==> config.mk <==
export PLATFORM = sky130hd
export DESIGN_NAME = mips_execute_alu
export DESIGN_NICKNAME = d
export VERILOG_FILES = /design/src/rtl/mexa_pkg.sv /design/src/rtl/mips_execute_alu.sv /design/src/rtl/mexa_decode.sv /design/src/rtl/mexa_alu.sv
export SDC_FILE = /design/constraint.sdc
export NUM_CORES = 1
export LEC_CHECK = 0
export BUFFER_PORTS_ARGS = -buffer_cell sky130_fd_sc_hd__buf_4
export CORE_MARGIN = 2
export CORE_UTILIZATION = 45
export CTS_BUF_LIST = sky130_fd_sc_hd__clkbuf_4 sky130_fd_sc_hd__clkbuf_8
export DETAILED_ROUTE_END_ITERATION = 10
export SLEW_MARGIN = 5
export SYNTH_ARGS = -nofsm -noshare
export SYNTH_HDL_FRONTEND = slang
export SYNTH_HIERARCHICAL = 1
export SYNTH_SLANG_ARGS = --single-unit
export TNS_END_PERCENT = 20
==> constraint.sdc <==
create_clock -name clock -period 13.78 [get_ports clock]
set_input_delay 3.445 -clock clock [delete_from_list [all_inputs] [get_ports clock]]
set_output_delay 3.445 -clock clock [all_outputs]
set_load 0.05 [all_outputs]
==> src/rtl/mexa_pkg.sv <==
// shared types and encodings for the mips execute alu
package mexa_pkg;

   // primary opcodes
   localparam logic [5:0] OP_SPECIAL = 6'h00;
   localparam logic [5:0] OP_J       = 6'h02;
   localparam logic [5:0] OP_BGTZ    = 6'h07;
   localparam logic [5:0] OP_ADDI    = 6'h08;
   localparam logic [5:0] OP_ADDIU   = 6'h09;
   localparam logic [5:0] OP_SLTI    = 6'h0a;
   localparam logic [5:0] OP_SLTIU   = 6'h0b;
   localparam logic [5:0] OP_ANDI    = 6'h0c;
   localparam logic [5:0] OP_ORI     = 6'h0d;
   localparam logic [5:0] OP_LUI     = 6'h0f;
   localparam logic [5:0] OP_LW      = 6'h23;
   localparam logic [5:0] OP_LBU     = 6'h24;
   localparam logic [5:0] OP_LHU     = 6'h25;
   localparam logic [5:0] OP_SB      = 6'h28;
   localparam logic [5:0] OP_SH      = 6'h29;
   localparam logic [5:0] OP_SW      = 6'h2b;

   // special funct codes
   localparam logic [5:0] FN_SLL  = 6'h00;
   localparam logic [5:0] FN_SRL  = 6'h02;
   localparam logic [5:0] FN_JR   = 6'h08;
   localparam logic [5:0] FN_ADD  = 6'h20;
   localparam logic [5:0] FN_ADDU = 6'h21;
   localparam logic [5:0] FN_SUB  = 6'h22;
   localparam logic [5:0] FN_SUBU = 6'h23;
   localparam logic [5:0] FN_AND  = 6'h24;
   localparam logic [5:0] FN_OR   = 6'h25;
   localparam logic [5:0] FN_NOR  = 6'h27;
   localparam logic [5:0] FN_SLT  = 6'h2a;
   localparam logic [5:0] FN_SLTU = 6'h2b;

   localparam logic [31:0] SEXT_HIGH = 32'hffff_0000;
   localparam logic [31:0] BYTE_MASK = 32'h0000_00ff;
   localparam logic [31:0] HALF_MASK = 32'h0000_ffff;

   typedef enum logic [1:0] {
      SIZE_NONE = 2'd0,
      SIZE_BYTE = 2'd1,
      SIZE_HALF = 2'd2,
      SIZE_WORD = 2'd3
   } size_type;

   typedef enum logic [1:0] {
      EXC_NONE     = 2'd0,
      EXC_OVERFLOW = 2'd1,
      EXC_INVALID  = 2'd2
   } exc_type;

   typedef enum logic [3:0] {
      ALU_NONE,
      ALU_ADD,
      ALU_SUB,
      ALU_AND,
      ALU_OR,
      ALU_NOR,
      ALU_SLT,
      ALU_SLTU,
      ALU_SLL,
      ALU_SRL,
      ALU_LUI
   } alu_op_type;

   typedef enum logic [1:0] {
      SRC_REG,
      SRC_SEXT,
      SRC_ZEXT
   } src_type;

   typedef struct packed {
      alu_op_type op;
      src_type    src;
      logic       ovf_check;
      logic       reg_write;
      logic       mem_read;
      logic       mem_write;
      size_type   size;
      logic       invalid;
   } ctrl_type;

endpackage

==> src/rtl/mips_execute_alu.sv <==
// top level of the mips execute alu: input register, decode and alu, result register
//
// One instruction word is taken per cycle while req_ready is high; it is held in the
// input register, then decode, alu and exception masking settle into the result
// register. The result register advances under a single stall condition, which the
// input register shares but also loads while empty, so full throughput of one word per
// cycle holds for as long as rsp_ready stays high; a low rsp_ready holds the two words in
// flight and drops req_ready only when both registers are occupied.
module mips_execute_alu import mexa_pkg::*; (
   input  logic        clock,
   input  logic        reset,
   input  logic        req_valid,
   output logic        req_ready,
   input  logic [31:0] req_instruction,
   input  logic [31:0] req_operand_a,
   input  logic [31:0] req_operand_b,
   output logic        rsp_valid,
   input  logic        rsp_ready,
   output logic [31:0] rsp_alu_result,
   output logic [31:0] rsp_store_data,
   output logic [4:0]  rsp_dest_reg,
   output logic        rsp_reg_write,
   output logic        rsp_mem_read,
   output logic        rsp_mem_write,
   output logic [1:0]  rsp_access_size,
   output logic [1:0]  rsp_exception
);

   logic        s1_valid_ff, s1_valid_in;
   logic [31:0] s1_instr_ff, s1_a_ff, s1_b_ff;
   logic        out_valid_ff, out_valid_in;
   logic        advance;

   ctrl_type    ctrl;
   logic [31:0] alu_value;
   logic        overflow;
   logic [4:0]  dest;
   exc_type     exc;

   logic [31:0] res_ff, res_in;
   logic [31:0] sdata_ff, sdata_in;
   logic [4:0]  dest_ff;
   logic        wr_ff, wr_in;
   logic        mr_ff, mr_in;
   logic        mw_ff, mw_in;
   size_type    size_ff, size_in;
   exc_type     exc_ff;

   assign advance   = !out_valid_ff || rsp_ready;
   assign req_ready = !s1_valid_ff || advance;

   assign s1_valid_in  = req_ready ? req_valid : s1_valid_ff;
   assign out_valid_in = advance ? s1_valid_ff : out_valid_ff;

   always_ff @(posedge clock) begin
      if (reset) begin
         s1_valid_ff  <= 1'b0;
         out_valid_ff <= 1'b0;
      end else begin
         s1_valid_ff  <= s1_valid_in;
         out_valid_ff <= out_valid_in;
      end
   end

   always_ff @(posedge clock) begin
      if (req_valid && req_ready) begin
         s1_instr_ff <= req_instruction;
         s1_a_ff     <= req_operand_a;
         s1_b_ff     <= req_operand_b;
      end
   end

   mexa_decode u_decode (
      .instruction (s1_instr_ff),
      .ctrl        (ctrl)
   );

   mexa_alu u_alu (
      .ctrl        (ctrl),
      .instruction (s1_instr_ff),
      .operand_a   (s1_a_ff),
      .operand_b   (s1_b_ff),
      .result      (alu_value),
      .overflow    (overflow)
   );

   assign dest = (s1_instr_ff[31:26] == OP_SPECIAL) ? s1_instr_ff[15:11] : s1_instr_ff[20:16];

   always_comb begin
      if (ctrl.invalid) begin
         exc = EXC_INVALID;
      end else if (overflow) begin
         exc = EXC_OVERFLOW;
      end else begin
         exc = EXC_NONE;
      end
   end

   always_comb begin
      res_in   = alu_value;
      wr_in    = ctrl.reg_write && (dest != 5'd0);
      mr_in    = ctrl.mem_read;
      mw_in    = ctrl.mem_write;
      size_in  = ctrl.size;
      sdata_in = '0;
      if (ctrl.mem_write) begin
         case (ctrl.size)
            SIZE_BYTE: sdata_in = s1_b_ff & BYTE_MASK;
            SIZE_HALF: sdata_in = s1_b_ff & HALF_MASK;
            default:   sdata_in = s1_b_ff;
         endcase
      end
      // any exception squashes the word
      if (exc != EXC_NONE) begin
         res_in   = '0;
         sdata_in = '0;
         wr_in    = 1'b0;
         mr_in    = 1'b0;
         mw_in    = 1'b0;
         size_in  = SIZE_NONE;
      end
   end

   always_ff @(posedge clock) begin
      if (advance && s1_valid_ff) begin
         res_ff   <= res_in;
         sdata_ff <= sdata_in;
         dest_ff  <= dest;
         wr_ff    <= wr_in;
         mr_ff    <= mr_in;
         mw_ff    <= mw_in;
         size_ff  <= size_in;
         exc_ff   <= exc;
      end
   end

   assign rsp_valid       = out_valid_ff;
   assign rsp_alu_result  = res_ff;
   assign rsp_store_data  = sdata_ff;
   assign rsp_dest_reg    = dest_ff;
   assign rsp_reg_write   = wr_ff;
   assign rsp_mem_read    = mr_ff;
   assign rsp_mem_write   = mw_ff;
   assign rsp_access_size = size_ff;
   assign rsp_exception   = exc_ff;

   a_exc_squash: assert property (@(posedge clock) disable iff (reset)
      rsp_valid && (rsp_exception != EXC_NONE) |->
         !rsp_reg_write && !rsp_mem_read && !rsp_mem_write && (rsp_alu_result == '0))
      else $error("exception word carries side effects");

   a_no_zero_write: assert property (@(posedge clock) disable iff (reset)
      rsp_valid && rsp_reg_write |-> (rsp_dest_reg != 5'd0))
      else $error("write-back to register zero");

   a_store_data: assert property (@(posedge clock) disable iff (reset)
      rsp_valid && !rsp_mem_write |-> (rsp_store_data == '0))
      else $error("store data set on a non-store");

   a_mem_size: assert property (@(posedge clock) disable iff (reset)
      rsp_valid |-> ((rsp_mem_read || rsp_mem_write) == (rsp_access_size != SIZE_NONE))
                    && !(rsp_mem_read && rsp_mem_write))
      else $error("access size inconsistent with memory flags");

   a_stall_hold: assert property (@(posedge clock) disable iff (reset)
      s1_valid_ff && rsp_valid && !rsp_ready |=> s1_valid_ff && $stable(s1_instr_ff))
      else $error("input register lost a word during stall");

endmodule

==> src/rtl/mexa_decode.sv <==
// instruction decoder producing the alu control word
module mexa_decode import mexa_pkg::*; (
   input  logic [31:0] instruction,
   output ctrl_type    ctrl
);

   logic [5:0] opcode;
   logic [5:0] funct;

   assign opcode = instruction[31:26];
   assign funct  = instruction[5:0];

   always_comb begin
      ctrl = '{op: ALU_NONE, src: SRC_REG, ovf_check: 1'b0, reg_write: 1'b0,
               mem_read: 1'b0, mem_write: 1'b0, size: SIZE_NONE, invalid: 1'b0};
      case (opcode) inside
         OP_SPECIAL: begin
            ctrl.reg_write = 1'b1;
            case (funct)
               FN_ADD: begin
                  ctrl.op        = ALU_ADD;
                  ctrl.ovf_check = 1'b1;
               end
               FN_ADDU: ctrl.op = ALU_ADD;
               FN_SUB: begin
                  ctrl.op        = ALU_SUB;
                  ctrl.ovf_check = 1'b1;
               end
               FN_SUBU: ctrl.op = ALU_SUB;
               FN_AND:  ctrl.op = ALU_AND;
               FN_OR:   ctrl.op = ALU_OR;
               FN_NOR:  ctrl.op = ALU_NOR;
               FN_SLT:  ctrl.op = ALU_SLT;
               FN_SLTU: ctrl.op = ALU_SLTU;
               FN_SLL:  ctrl.op = ALU_SLL;
               FN_SRL:  ctrl.op = ALU_SRL;
               FN_JR:   ctrl.reg_write = 1'b0;
               default: begin
                  ctrl.reg_write = 1'b0;
                  ctrl.invalid   = 1'b1;
               end
            endcase
         end
         OP_ADDI: begin
            ctrl.op        = ALU_ADD;
            ctrl.src       = SRC_SEXT;
            ctrl.ovf_check = 1'b1;
            ctrl.reg_write = 1'b1;
         end
         OP_ADDIU: begin
            ctrl.op        = ALU_ADD;
            ctrl.src       = SRC_SEXT;
            ctrl.reg_write = 1'b1;
         end
         OP_SLTI: begin
            ctrl.op        = ALU_SLT;
            ctrl.src       = SRC_SEXT;
            ctrl.reg_write = 1'b1;
         end
         OP_SLTIU: begin
            ctrl.op        = ALU_SLTU;
            ctrl.src       = SRC_SEXT;
            ctrl.reg_write = 1'b1;
         end
         OP_ANDI: begin
            ctrl.op        = ALU_AND;
            ctrl.src       = SRC_ZEXT;
            ctrl.reg_write = 1'b1;
         end
         OP_ORI: begin
            ctrl.op        = ALU_OR;
            ctrl.src       = SRC_ZEXT;
            ctrl.reg_write = 1'b1;
         end
         OP_LUI: begin
            ctrl.op        = ALU_LUI;
            ctrl.reg_write = 1'b1;
         end
         OP_LBU, OP_LHU, OP_LW: begin
            ctrl.op        = ALU_ADD;
            ctrl.src       = SRC_SEXT;
            ctrl.reg_write = 1'b1;
            ctrl.mem_read  = 1'b1;
            ctrl.size      = (opcode == OP_LBU) ? SIZE_BYTE :
                             (opcode == OP_LHU) ? SIZE_HALF : SIZE_WORD;
         end
         OP_SB, OP_SH, OP_SW: begin
            ctrl.op        = ALU_ADD;
            ctrl.src       = SRC_SEXT;
            ctrl.mem_write = 1'b1;
            ctrl.size      = (opcode == OP_SB) ? SIZE_BYTE :
                             (opcode == OP_SH) ? SIZE_HALF : SIZE_WORD;
         end
         [OP_J:OP_BGTZ]: begin
            // control transfers pass through with no effect
         end
         default: ctrl.invalid = 1'b1;
      endcase
   end

endmodule

==> src/rtl/mexa_alu.sv <==
// alu datapath with operand select and signed overflow detect
module mexa_alu import mexa_pkg::*; (
   input  ctrl_type    ctrl,
   input  logic [31:0] instruction,
   input  logic [31:0] operand_a,
   input  logic [31:0] operand_b,
   output logic [31:0] result,
   output logic        overflow
);

   logic [15:0] imm;
   logic [4:0]  shamt;
   logic [31:0] src_b;
   logic [31:0] sum;
   logic [31:0] diff;

   assign imm   = instruction[15:0];
   assign shamt = instruction[10:6];

   always_comb begin
      case (ctrl.src)
         SRC_SEXT: src_b = imm[15] ? ({16'h0000, imm} | SEXT_HIGH) : {16'h0000, imm};
         SRC_ZEXT: src_b = {16'h0000, imm};
         default:  src_b = operand_b;
      endcase
   end

   assign sum  = operand_a + src_b;
   assign diff = operand_a - src_b;

   always_comb begin
      case (ctrl.op)
         ALU_ADD:  result = sum;
         ALU_SUB:  result = diff;
         ALU_AND:  result = operand_a & src_b;
         ALU_OR:   result = operand_a | src_b;
         ALU_NOR:  result = ~(operand_a | src_b);
         ALU_SLT:  result = {31'd0, $signed(operand_a) < $signed(src_b)};
         ALU_SLTU: result = {31'd0, operand_a < src_b};
         ALU_SLL:  result = src_b << shamt;
         ALU_SRL:  result = src_b >> shamt;
         ALU_LUI:  result = {imm, 16'h0000};
         default:  result = '0;
      endcase
   end

   always_comb begin
      overflow = 1'b0;
      if (ctrl.ovf_check) begin
         case (ctrl.op)
            ALU_ADD: overflow = ~(operand_a[31] ^ src_b[31]) & (operand_a[31] ^ sum[31]);
            ALU_SUB: overflow = (operand_a[31] ^ src_b[31]) & (operand_a[31] ^ diff[31]);
            default: overflow = 1'b0;
         endcase
      end
   end

endmodule
==> results by group, run 1 <==
Status
  • Status: finished clean

Timing
  • WHS: 525 ps
  • Final setup skew: 45.5 ps
  • Max-slew violation count: 0
  • Slew @ Worst Pin: roughly 1100 ps
  • Highest clock rate: about 120 MHz
  • Fin crit period: 8060 ps
  • Final TNS setup: 0 ps
  • Final hold vios: 0
  • Fin crit share: 58.5%
  • Slew HR: 23.3%
  • Setup violators final: 0
  • RSZ-0062 raised after global routing: no

Global route
  • Total GRT Usage: 33.4%
  • Initial antenna violation count: 1
  • First-pass GRT wire length: about 89000 um
  • Total congestion overflow: 0
  • Vias in the first global route: 13.8k
  • Largest net degree at the start of global routing: a little under 80

Layout
  • Final core occ: 51.1%
  • FILL cells: 3261
  • Commonest non-fill, non-tap cell in the layout: buf_4
  • Share of cells above drive strength 1: 16.6%
  • Fin nets: 2048
  • Non-filler cells in the finished layout: approximately 2.3k
  • Diode count: 0
  • P&R area growth vs syn: 12.8%
  • Most frequent cells in the layout: buf_4, edfxtp_1, nor2_1, nand2_1, a21oi_1

Detailed routing
  • Drt total wl: 60900 um
  • Drt first pass iters: 6
  • DR WL/cell: 26.3 um
  • Routed via count: 15.0k
  • Initial drt markers: 1779
  • Vias/cell: 6.51
  • Post-DRT Antenna Nets: 0
  • # DRC: 0

Worst setup path
  • Critical path startpoint category: register
  • Nature of the critical path endpoint: register
  • CP Class: register to register
  • Worst Reg2Reg Path Length in Cells: 25
  • CP required: 14050 ps
  • Data arrival, critical path: 8320 ps
  • CP max stage delay: around 680 ps
  • Crit-path max FO: 60
  • Critical Path Slowest Stage Cell: edfxtp_1

Power and ir drop
  • Clock power share: 23.4%
  • Combinational share of power: 38.9%
  • Switch share: 41.6%
  • Worst vdd ir: around 0.085 mV
  • Power Density: 95.5 nW/um^2
  • Switching power: between 0.6 and 0.7 mW
  • Internal power: around 1 mW
  • Tot Pwr: ~1.7 mW
  • Sequential power share: 37.8%
  • Leak: 7.07 nW

Synthesis
  • Mapped cell area: 15500 sq um
  • Ys Warns: 6
  • Net count after synthesis: slightly below 2k
  • Cell count after synthesis: 1750
  • Syn_area_per_cell: 8.87 sq um

CTS
  • Clock sinks: 169
  • Post-CTS Hold Buffers: 0
  • CTS clk-pin slew, worst paths: 110 ps
  • Root buffer cell: clkbuf_8
  • Setup Buffers After CTS: 0
  • CTS buffer count: 17
  • Clock Tree Buf Depth: 2
  • CTS tree: yes
  • Clock Latency Late Sink: about 530 ps
  • Cts repair resizes: 0
  • CTS H-tree depth: 4

Floorplan
  • Die Y: 190 um
  • Initial core utilization: 45.3%
  • Top Ports: 178
  • Die area: ~36000 sq um
  • Die width: between 150 and 200 um
  • # rows: 68
  • Core area: 34300 sq um

Hold path
  • Worst Hold Depth: 2
  • Worst hold path type: register to register

Place
  • Global placement routability congestion: 0.986
  • PortBufs: between 150 and 200
  • Placed Cells: 2280
  • Placed wire-length estimate: roughly 46000 um

Job
  • Max cap viols: 0
worst max-delay path, delay by kind of cell (launching register included):
family	cells	cell delay, ps
AOI/OAI and AO/OA	7	2500
buffers and inverters	6	1530
xor gates and xnor gates	1	160
and+or+nand+nor	9	2110
DFF	1	680
adders and majority gates	2	760
routing by layer:
metal | share of wire, % | track usage (%) | wire length (um) | vias up
met5 | 0.016 | 0 | 10 | -
met4 | 5.5 | 17.3 | 3380 | 2
met3 | 8.9 | 6.18 | 5430 | 164
met2 | 44 | 51.0 | 27000 | 880
met1 | 41 | 45.1 | 25100 | 7250
li1 | - | - | - | 6748
area by class of cell:
type / instances / area [sq um] / area share, %
Clock buffer: 17 / 234 / 1.34
Clock inverter: 15 / 200 / 1.14
Inverter: 110 / 413 / 2.36
Multi-Input combinational cell: 1347 / 9550 / 54.5
Sequential cell: 169 / 5050 / 28.9
Tap cell: 455 / 569 / 3.25
Timing Repair Buffer: 199 / 1490 / 8.53
per-stage QoR:
step / area [sq um] / setup slack [ps]
detailed placement: 17100 / 6100
finish: 17500 / 5720
CTS: 17500 / 6060
global placement: 17100 / 6170
floorplan: 15500 / 6360
global route: 17500 / 5310
worst paths after layout:
path         slack [ps]       startpoint                 end
max reg2reg        5720  s1_instr_ff[28]  rsp_store_data[17]
min                 520      s1_valid_ff           rsp_valid
max                5720  s1_instr_ff[28]  rsp_store_data[17]
min reg2reg         520      s1_valid_ff           rsp_valid
power by group through the flow:
stage | clock network, mW | logic, mW | registers [mW]
2_1_floorplan | 0 | 0.389 | 0.672
3_3_place_gp | 0 | 0.627 | 0.642
3_5_place_dp | 0 | 0.629 | 0.642
4_1_cts | 0.401 | 0.632 | 0.631
5_1_grt | 0.418 | 0.691 | 0.635
6_report | 0.391 | 0.650 | 0.632
Note: power is estimated with default switching activity, not from simulation.
==> run 2, diff against run 1 <==
clock period = 8.4 ns   (was 13.78 ns; I/O delays follow)
==> run 2 against run 1 <==
Sequential share of layout area about the same. Design area increased by 0.14%. Register-to-register slack worse by 4300 ps. Critical path depth down 2. Wire length decreased by 1.3%.
==> results by group, run 2 (synthesized netlist as in run 1, its figures left out) <==
Status
  • Status: finished clean

Place
  • PortBufs: 172
  • Placed wire-length estimate: 45100 um
  • Placed cell areas: approximately 17000 sq um
  • Global placement routability congestion: 0.995

Detailed routing
  • DR WL/cell: between 20 and 30 um
  • Routed via count: 14.9k
  • Drt first pass iters: 7
  • Vias/cell: 6.42
  • Post-DRT Antenna Nets: 0
  • Drt total wl: 60100 um
  • Initial drt markers: 1972
  • # DRC: 0

Layout
  • Post-layout instance area: 17500 sq um
  • P&R area growth vs syn: 13.0%
  • Commonest non-fill, non-tap cell in the layout: buf_4
  • Fin nets: 2051
  • Most frequent cells in the layout: buf_4, edfxtp_1, nor2_1, nand2_1, a21oi_1
  • Final core occ: around half
  • Share of cells above drive strength 1: between 15 and 20%

Global route
  • Initial antenna violation count: 1
  • Vias in the first global route: roughly 14k
  • Largest net degree at the start of global routing: 80
  • Total GRT Usage: 33.3%
  • First-pass GRT wire length: 89300 um
  • Total congestion overflow: 0

Timing
  • Slew HR: 27.7%
  • Fin crit period: 6970 ps
  • Fin crit share: around 83%
  • Max-slew violation count: 0
  • Highest clock rate: 143 MHz
  • Final TNS setup: 0 ps
  • Final hold vios: 0
  • RSZ-0062 raised after global routing: no
  • Slew @ Worst Pin: 1080 ps
  • Setup violators final: 0
  • Final setup skew: about 27 ps

Worst setup path
  • Data arrival, critical path: 7250 ps
  • Register-to-register setup slack: 1430 ps
  • Reg2reg start: s1_instr_ff[28]
  • Reg-to-Reg End: rsp_store_data[19]
  • CP required: 8680 ps
  • Worst Reg2Reg Path Length in Cells: 23
  • CP Class: register to register
  • Nature of the critical path endpoint: register
  • Critical path startpoint category: register
  • Crit-path max FO: 22

CTS
  • CTS H-tree depth: 4
  • Clock sinks: about 170
  • Setup Buffers After CTS: 0
  • Post-CTS Hold Buffers: 0
  • Root buffer cell: clkbuf_8
  • Clock Latency Late Sink: 530 ps
  • CTS buffer count: 17
  • CTS tree: yes
  • Cts repair resizes: 0
  • Clock Tree Buf Depth: 2
  • CTS clk-pin slew, worst paths: 100 ps

Hold path
  • Worst Hold End: rsp_valid
  • Worst hold path type: register to register
  • Worst hold path startpoint: s1_valid_ff
  • Worst Hold Depth: 2

Floorplan
  • # rows: approximately 70
  • Initial core utilization: 45.3%
  • Die width: 190 um
  • Core area: between 30000 and 40000 sq um
  • Die area: 36000 sq um
  • Die Y: 190 um
  • Top Ports: ~180

Power and ir drop
  • Leak: 7.08 nW
  • Power Density: 156 nW/um^2
  • Worst vdd ir: between 0.1 and 0.15 mV

Job
  • Max cap viols: 0
[run 2: cell types whose count changed in the layout (fill, tap and decap cells not counted), sizes merged]
cell | before | now
diode | 0 | 2
clkinv | 6 | 5
clkbuf | 17 | 18
buf | 199 | 202
[run 2: final cells by class]
cell class / count / area (sq um)
fillers: 3252 / 16800
multi-input cells: 1347 / 9560
flip-flops and latches: 169 / 5050
repair buffers: 202 / 1520
well taps: 455 / 569
inverters: 110 / 413
clock buffers: 18 / 241
clock inverters: 14 / 179
diodes: 2 / 5.00
[run 2: worst max path at each step]
stage                     from                  to  cells past startpoint
6_report       s1_instr_ff[28]  rsp_store_data[19]                     23
5_1_grt        s1_instr_ff[28]  rsp_store_data[19]                     23
4_1_cts        s1_instr_ff[28]  rsp_store_data[31]                     21
3_5_place_dp   s1_instr_ff[28]  rsp_store_data[31]                     21
3_3_place_gp   s1_instr_ff[28]  rsp_store_data[20]                     23
2_1_floorplan        rsp_ready  rsp_access_size[0]                      2
[run 2: routing by layer]
metal	wire, um	share of wire, %	track usage (%)
met1	25100	42	44.5
met2	26300	44	50.7
met3	5270	8.8	7.01
met4	3490	5.8	17.6
met5	0	0	0
[run 2: critical path, cell delays in order (launching register included)]
cell and delay [ps]:
edfxtp_1 690, nand2b_1 310, a21oi_1 210, nor2_1 60
nor2_1 130, ha_1 620, nand2_1 100, nand2_1 90
buf_4 260, o21a_1 330, inv_1 110, ha_1 490
inv_1 220, a21oi_1 460, nand4_1 170, a21oi_1 420
a211oi_1 190, a211oi_1 490, nor3_1 150, xnor2_1 150
o21ai_1 370, nor2_4 150, and3_2 360, and2_1 190
[run 2: per-stage QoR]
| step | total power [mW] | hold slack (ps) | worst slack, ps | std cells |
|---|---|---|---|---|
| final | 2.74 | 522 | 1430 | 2317 |
| after global routing | 2.86 | 553 | 1100 | 2315 |
| after CTS | 2.72 | 522 | 1710 | 2315 |
| after detailed placement | 2.09 | 502 | 1740 | 2283 |
| after global placement | 2.08 | 505 | 1830 | 2283 |
| after floorplan | 1.74 | 478 | 2330 | 1750 |
[run 2: report_power, final]
group | leakage (nW) | total (mW) | switching, mW | internal (mW)
clock network | 0.210 | 0.633 | 0.376 | 0.257
logic | 5.28 | 1.07 | 0.708 | 0.364
registers | 1.59 | 1.03 | 0.0509 | 0.983
total | 7.08 | 2.74 | 1.13 | 1.60
